<file path="config.mk">
export PLATFORM = sky130hd
export DESIGN_NAME = ipv4wc_back
export DESIGN_NICKNAME = d
export VERILOG_FILES = /design/src/hw/rtl/ipv4wc_pkg.sv /design/src/hw/rtl/ipv4wc_back.sv
export SDC_FILE = /design/constraint.sdc
export NUM_CORES = 1
export LEC_CHECK = 0
export BUFFER_PORTS_ARGS = -buffer_cell sky130_fd_sc_hd__buf_4
export CORE_MARGIN = 4
export CORE_UTILIZATION = 60
export DETAILED_ROUTE_END_ITERATION = 10
export HOLD_SLACK_MARGIN = 0.1
export PLACE_DENSITY = 0.92
export REMOVE_ABC_BUFFERS = 1
export SETUP_SLACK_MARGIN = 0.02
export SLEW_MARGIN = 20
export SYNTH_ARGS = -nofsm -noshare
export SYNTH_HDL_FRONTEND = slang
export SYNTH_SLANG_ARGS = --single-unit
</file>
<file path="constraint.sdc">
create_clock -name clk -period 6.2 [get_ports clk]
set_input_delay 0.31 -clock clk [delete_from_list [all_inputs] [get_ports clk]]
set_output_delay 0.31 -clock clk [all_outputs]
set_load 0.01 [all_outputs]
</file>
<file path="src/hw/rtl/ipv4wc_pkg.sv">
// ----------------------------------------------------------------------------
// ipv4wc_pkg
// Shared types and constants for the IPv4 wildcard address checker.
// ----------------------------------------------------------------------------
package ipv4wc_pkg;

	// Characters of interest
	localparam logic [7:0] CHAR_DOT  = 8'h2E;
	localparam logic [7:0] CHAR_STAR = 8'h2A;
	localparam logic [7:0] CHAR_ZERO = 8'h30;
	localparam logic [7:0] CHAR_NINE = 8'h39;

	// Character classes decided by the front end
	localparam logic [1:0] CLS_DOT   = 2'd0;
	localparam logic [1:0] CLS_STAR  = 2'd1;
	localparam logic [1:0] CLS_DIGIT = 2'd2;
	localparam logic [1:0] CLS_OTHER = 2'd3;

	// Segment rules
	localparam int          DOTS_W        = 3;
	localparam int          LEN_W         = 3;
	localparam int          VAL_W         = 9;
	localparam int          PROD_W        = 12;
	localparam logic [VAL_W-1:0]  SEG_MAX_VALUE = 9'd255;
	localparam logic [VAL_W-1:0]  SEG_SAT_VALUE = 9'd256;
	localparam logic [PROD_W-1:0] SEG_SAT_WIDE  = 12'd256;
	localparam logic [LEN_W-1:0]  LEN_SAT       = 3'd7;
	localparam logic [DOTS_W-1:0] DOTS_SAT      = 3'd7;
	localparam logic [DOTS_W-1:0] DOTS_NEEDED   = 3'd3;

	// Queue between front and back
	localparam int QUEUE_DEPTH = 2;
	localparam int QPTR_W      = $clog2(QUEUE_DEPTH);
	localparam int QCNT_W      = $clog2(QUEUE_DEPTH + 1);

	typedef struct packed {
		logic [1:0] cls;
		logic [3:0] digit;
		logic       last;
	} q_entry_t;

	typedef struct packed {
		logic full;
		logic not_empty;
	} q_status_t;

endpackage

</file>
<file path="src/hw/rtl/ipv4wc_back.sv">
// ----------------------------------------------------------------------------
// ipv4wc_back
// Segment checker: tracks dots, segment length, value and flags, and on the
// last character registers the verdict for the output channel.
// ----------------------------------------------------------------------------
module ipv4wc_back (
	input  logic                  clk,
	input  logic                  arst_n,
	input  ipv4wc_pkg::q_entry_t  head,
	input  ipv4wc_pkg::q_status_t q_status,
	output logic                  pop,
	output logic                  out_valid,
	input  logic                  out_stall,
	output logic                  address_ok
);
	import ipv4wc_pkg::*;

	logic [DOTS_W-1:0] dots_q;
	logic [LEN_W-1:0]  len_q;
	logic [VAL_W-1:0]  val_q;
	logic              wild_q;
	logic              lz_q;
	logic              fail_q;
	logic              out_valid_q;
	logic              ok_q;

	logic [DOTS_W-1:0] n_dots;
	logic [LEN_W-1:0]  n_len;
	logic [VAL_W-1:0]  n_val;
	logic              n_wild;
	logic              n_lz;
	logic              n_fail;
	logic [LEN_W-1:0]  len_bump;
	logic [PROD_W-1:0] prod;
	logic              cur_good;
	logic              n_good;
	logic              verdict;
	logic              out_free;

	// Output slot can take a verdict when empty or being drained
	assign out_free = !out_valid_q || !out_stall;
	assign pop      = q_status.not_empty && (!head.last || out_free);

	assign len_bump = (len_q < LEN_SAT) ? len_q + 1'b1 : len_q;
	assign prod     = ({3'b000, val_q} << 3) + ({3'b000, val_q} << 1)
	                  + {8'h00, head.digit};
	assign cur_good = (len_q != '0) && (wild_q || (val_q <= SEG_MAX_VALUE));

	// Per-character state update
	always_comb begin
		n_dots = dots_q;
		n_len  = len_q;
		n_val  = val_q;
		n_wild = wild_q;
		n_lz   = lz_q;
		n_fail = fail_q;
		case (head.cls)
			CLS_DOT: begin
				if (!cur_good) begin
					n_fail = 1'b1;
				end
				if (dots_q < DOTS_SAT) begin
					n_dots = dots_q + 1'b1;
				end
				n_len  = '0;
				n_val  = '0;
				n_wild = 1'b0;
				n_lz   = 1'b0;
			end
			CLS_STAR: begin
				if (len_q != '0) begin
					n_fail = 1'b1;
				end
				n_wild = 1'b1;
				n_len  = len_bump;
			end
			CLS_DIGIT: begin
				if (wild_q || (len_q != '0 && lz_q)) begin
					n_fail = 1'b1;
				end
				if (len_q == '0 && head.digit == 4'd0) begin
					n_lz = 1'b1;
				end
				n_val = (prod > SEG_SAT_WIDE) ? SEG_SAT_VALUE : prod[VAL_W-1:0];
				n_len = len_bump;
			end
			default: begin
				n_fail = 1'b1;
			end
		endcase
	end

	// Verdict on the state after this character
	assign n_good  = (n_len != '0) && (n_wild || (n_val <= SEG_MAX_VALUE));
	assign verdict = !n_fail && n_good && (n_dots == DOTS_NEEDED);

	// String state, cleared after every verdict
	always_ff @(posedge clk or negedge arst_n) begin
		if (!arst_n) begin
			dots_q <= '0;
			len_q  <= '0;
			val_q  <= '0;
			wild_q <= 1'b0;
			lz_q   <= 1'b0;
			fail_q <= 1'b0;
		end else if (pop) begin
			if (head.last) begin
				dots_q <= '0;
				len_q  <= '0;
				val_q  <= '0;
				wild_q <= 1'b0;
				lz_q   <= 1'b0;
				fail_q <= 1'b0;
			end else begin
				dots_q <= n_dots;
				len_q  <= n_len;
				val_q  <= n_val;
				wild_q <= n_wild;
				lz_q   <= n_lz;
				fail_q <= n_fail;
			end
		end
	end

	// Output register
	always_ff @(posedge clk or negedge arst_n) begin
		if (!arst_n) begin
			out_valid_q <= 1'b0;
		end else if (pop && head.last) begin
			out_valid_q <= 1'b1;
		end else if (!out_stall) begin
			out_valid_q <= 1'b0;
		end
	end

	always_ff @(posedge clk) begin
		if (pop && head.last) begin
			ok_q <= verdict;
		end
	end

	assign out_valid  = out_valid_q;
	assign address_ok = ok_q;

endmodule

</file>
# ---- Word-level counts from Yosys, hierarchy flattened
# Index checks and enable logic that the tools add are counted.
dict set report word_totals {
  inputBits 12
  word_cells 68
  regBits 20
  out_inout_bits 3
}
dict set report op_classes {
  order_cmp 5
  muxes 21
  n_reduce_logical 25
  addsub 4
  eq_ne 5
}
# cell count
set ops {}
lappend ops {{<= comparator 9 x 8 -> 1 bit, second input constant} 2}
lappend ops {{2-to-1 mux 9 bit} 2}
lappend ops {{one-hot mux 9 bit (2 select lines)} 1}
lappend ops {{2-to-1 mux 3 bit} 5}
lappend ops {{adder 12 x 10 -> 12 bit} 1}
lappend ops {{adder 12 x 4 -> 12 bit} 1}
lappend ops {{greater-than comparator 12 x 9 -> 1 bit, second input constant} 1}
lappend ops {{2-to-1 mux 1 bit} 9}
lappend ops {{nonzero test 3 bit} 3}
lappend ops {{logical AND 1 bit} 8}
lappend ops {{adder 3 x 1 -> 3 bit, second input constant} 2}
lappend ops {{< comparator 3 bit, second input constant} 2}
lappend ops {{one-hot mux 3 bit (2 select lines)} 1}
lappend ops {{logical OR 1 bit} 5}
lappend ops {{zero test 1 bit} 4}
lappend ops {{zero test 4 bit} 1}
lappend ops {{one-hot mux 1 bit (2 select lines)} 2}
lappend ops {{== test 3 x 2 -> 1 bit, second input constant} 1}
lappend ops {{zero test 3 bit} 1}
lappend ops {{!= test 3 bit, second input constant} 1}
lappend ops {{one-hot mux 1 bit (3 select lines)} 1}
lappend ops {{AND reduction 3 bit} 1}
lappend ops {{== test 2 x 1 -> 1 bit, second input constant} 1}
lappend ops {{== test 2 bit, second input constant} 1}
lappend ops {{3 further kinds} 3}

# ---- Longest topological paths before layout
dict set report depth {
  word_depth 10
  ltp_mapped 10
  mapped_depth_nobuf 10
}

# ---- Least setup slack after synthesis
# Ideal clock, no wire load.
dict set report synth_path {
  path_kind {register -> register}
  startpoint {register val_q[0]}
  endpoint {register val_q[0]}
  period_less_slack_ps 2683
  t_arrival_ps 2562
  slack_ps 3517
  n_path_buf 0
  setup_ps 121
  required_ps 6079
  stages_incl_launch_ff 11
  path_cell_list {dfrtp_1 -> inv_1 -> fa_1 -> inv_1 -> fa_1 -> a211oi_1 -> o21ai_1 -> xnor2_1 -> a41oi_1 -> nor3_4 -> a22o_1}
}
dict set report synth_via {
  elab_chain_len 6
}
# item line
set synth_lines {}
lappend synth_lines {{start, declared} ipv4wc_back.sv:20} ;# logic [VAL_W-1:0] val_q;
lappend synth_lines {{start signal, assigned} ipv4wc_back.sv:117} ;# val_q <= n_val;
lappend synth_lines {{adder 12 x 10 -> 12 bit} ipv4wc_back.sv:45} ;# assign prod = ({3'b000, val_q} << 3) + ({3'b000, val_q} << 1)
lappend synth_lines {{adder 12 x 4 -> 12 bit} ipv4wc_back.sv:46} ;# + {8'h00, head.digit};
lappend synth_lines {{greater-than comparator 12 x 9 -> 1 bit} ipv4wc_back.sv:84} ;# n_val = (prod > SEG_SAT_WIDE) ? SEG_SAT_VALUE : prod[VAL_W-1:0];
lappend synth_lines {{2-to-1 mux 9 bit} ipv4wc_back.sv:84}
lappend synth_lines {{one-hot mux 9 bit (2 select lines) (*)} ipv4wc_back.sv:57} ;# case (head.cls)
lappend synth_lines {{2-to-1 mux 9 bit (*)} ipv4wc_back.sv:107} ;# if (head.last) begin
# Every way passes the cells marked *; elsewhere a longest branch is shown, timed or not.
# A chain may end at the register's enable or synchronous reset.

# ---- Final worst setup path
dict set report layout_path {
  startpoint {register val_q[2]}
  endpoint {register val_q[2]}
}
# The elaborated chain is that of the path after synthesis.

==> qor.txt <==
status = finished, final reports clean
wire per inst = 15.5 um
vias in the first global route = 1474
Worst slew margin = 0.523
Resize count post-CTS = 0
EDFF count, synth = 1
Final Wtd Congestion = 0.890
dpl cells = 241
All-Layer GR Usage = 0.205
critical path class = reg -> reg
initial antenna violation count = 0
ant diodes = 0
CORE AREA = 2810 um^2
internal power = 0.000224 W
DR vias/cell = 6.52
clk_skew = 9.76 ps
sequential-to-total area share from yosys stat = 0.283
area leader, netlist = dfrtp_1
Synthesis Warnings = 0
Post-CTS Repair Setup Buffers = 0
cell area after synthesis = 1790 um^2
PnR Total Power = 0.000344 W
RSZ-0062 raised after global routing = no
Yosys top cell area share = 0.266
Die X = 62.6 um
worst reg-to-reg setup slack = 3160 ps
area added between synthesis and finish = 9.18%
crit path launch = val_q[2]$_DFFE_PN0P_
Min Hold Slack = 193 ps
max-slew violation count = 0
vias = 1605
WP data required = 6450 ps
Max Freq = 329 MHz
MaxCap Viol Count = 0
Detail Placement HPWL = 2.87 mm
grt ovf = 0
row count = 19
fillers = 231
Bufs on Longest Clock Path = 2
port bufs = 13
1st-iter DRT viols = 77
endpoint type of the worst setup path = register
most common cell in the netlist = ha_1
# DRC = 0
#FFs+latches synth = 20
Final period util = 0.490
clock root buffer = clkbuf_4
Tmin final = 3040 ps
Least-Margin Pin Slew = 711 ps
net switching power = 0.000120 W
largest net degree at the start of global routing = 20
Sw Ratio = 0.348
share of cells above drive strength 1 = 0.140
pwr/cell area = 176 nW/um^2
CTS tree = built
Worst-Skew Late Latency = 320 ps
Worst VDD drop = 0.153 mV
die height = 62.6 um
synth unique cells = 50
cts hold-fix bufs = 1
post-layout util = 0.695
CP arrival = 3290 ps
synthesized instance count = 203
Setup TNS Final = 0 ps
Worst-path clk slew = 120 ps
Main synth FF type = dfrtp_1
crit start category = register
worst setup path end = val_q[2]$_DFFE_PN0P_
sequential group share of total power = 0.445
total clock sinks = 20
top cells by count, synth = 23 x ha_1, 20 x a21oi_1, 19 x dfrtp_1
# setup viols final = 0
first-pass GRT wire length = 6.69 mm
Non-Filler Instances = 246
Comb power frac = 0.329
worst hold path class = in -> reg
Final Hold Fails = 0
DRT Pass-1 Iters = 4
Worst R2R Path Depth = 10
Final #Nets = 253
Num CTS Buffers = 3
Worst R2R End = val_q[2]$_DFFE_PN0P_
Area contributors post-synth = dfrtp_1 27%, ha_1 16%, a21oi_1 5.6%
Initial Utilization = 0.636
Avg Cell Area, Syn = 8.80 um^2
leak pwr = 0.952 nW
crit-path max FO = 5
DRT Wirelength = 3.81 mm
Worst R2R Start = val_q[2]$_DFFE_PN0P_
die area = 3910 um^2
# H-tree levels = 1
ANT nets after route = 0
Ports = 15
clock power share = 0.226
Synth async-reset ratio = 0.950
-- final cells by class --
class,instances,area [um^2],area share
flip-flops and latches,20,505,0.259
inverters,13,48.8,0.0250
repair buffers,14,108,0.0552
multi-input cells,164,1210,0.622
clock buffers,4,36.3,0.0186
well taps,31,38.8,0.0199
-- sequential cells by signal, indices dropped and copies added, names as in the netlist --
name        flops
address_ok      1
dots_q          3
fail_q          1
len_q           3
lz_q            1
out_valid       1
val_q           9
wild_q          1
-- cell usage in the layout (no fill, tap or decap), drive strengths merged, types with 2 or more instances in the layout --
cell type / synthesis / layout
a211oi: 4 / 4
a21o: 4 / 4
a21oi: 20 / 20
a22o: 5 / 5
a22oi: 2 / 2
a31oi: 5 / 5
and3: 2 / 2
buf: 1 / 13
clkbuf: 5 / 4
dfrtp: 19 / 19
fa: 2 / 2
ha: 23 / 23
inv: 12 / 12
nand2: 13 / 13
nand2b: 8 / 8
nand3: 5 / 5
nand4: 3 / 3
nor2: 18 / 18
nor3: 2 / 2
o211ai: 5 / 5
o21a: 2 / 2
o21ai: 14 / 14
o22ai: 3 / 3
or2: 2 / 2
or2b: 2 / 2
or4: 2 / 2
xnor2: 2 / 2
xor2: 3 / 3
-- routing by layer --
layer  vias up  global-route usage  share of wire
li1        781                   -              -
met1       766               0.273           0.46
met2        47               0.340           0.47
met3        11              0.0414          0.054
met4         0              0.0496          0.018
met5         -                   0              0
-- kinds of logic (layout without fill, tap and decap cells) --
| logic type | Yosys count | in the layout | synth area share |
|---|---|---|---|
| AO/OA/AOI/OAI | 75 | 75 | 0.295 |
| AND/OR/NAND/NOR | 59 | 59 | 0.173 |
| adder cells (fa/ha/maj) | 25 | 25 | 0.184 |
| flip-flops | 20 | 20 | 0.283 |
| buffers and inverters | 19 | 31 | 0.0406 |
| XOR/XNOR | 5 | 5 | 0.0245 |
-- metrics by stage --
step           setup WS [ps]  area (um^2)
2_1_floorplan           3520         1760
3_3_place_gp            3300         1900
3_5_place_dp            3180         1900
4_1_cts                 3180         1940
5_1_grt                 2950         1950
6_report                3160         1950
-- critical path: stages, from the launching register on --
cell and delay (ps):
dfrtp_1 420, inv_1 70, fa_1 480, inv_1 60, fa_1 450, a211oi_1 460
o21ai_1 130, xnor2_1 330, a41oi_1 130, nor3_4 240, a22o_1 190
-- power by group through the flow --
stage               combinational (W)  sequential (W)  clock (W)
floorplan                   0.0000805        0.000152          0
global placement             0.000106        0.000155          0
detailed placement           0.000111        0.000155          0
CTS                          0.000112        0.000153  0.0000781
global route                 0.000127        0.000155  0.0000846
finish                       0.000113        0.000153  0.0000777
-- worst min-delay path by stage --
stage	to	start	slack, ps	cells past startpoint
3_5_place_dp	dots_q[0]$_DFFE_PN0P_	arst_n	200	1
6_report	out_valid$_DFFE_PN0P_	out_stall	190	2
4_1_cts	out_valid$_DFFE_PN0P_	out_stall	190	2
2_1_floorplan	dots_q[0]$_DFFE_PN0P_	arst_n	10	0
3_3_place_gp	dots_q[2]$_DFFE_PN0P_	arst_n	200	1
5_1_grt	out_valid$_DFFE_PN0P_	out_stall	210	2
Note: power is estimated with default switching activity, not from simulation.
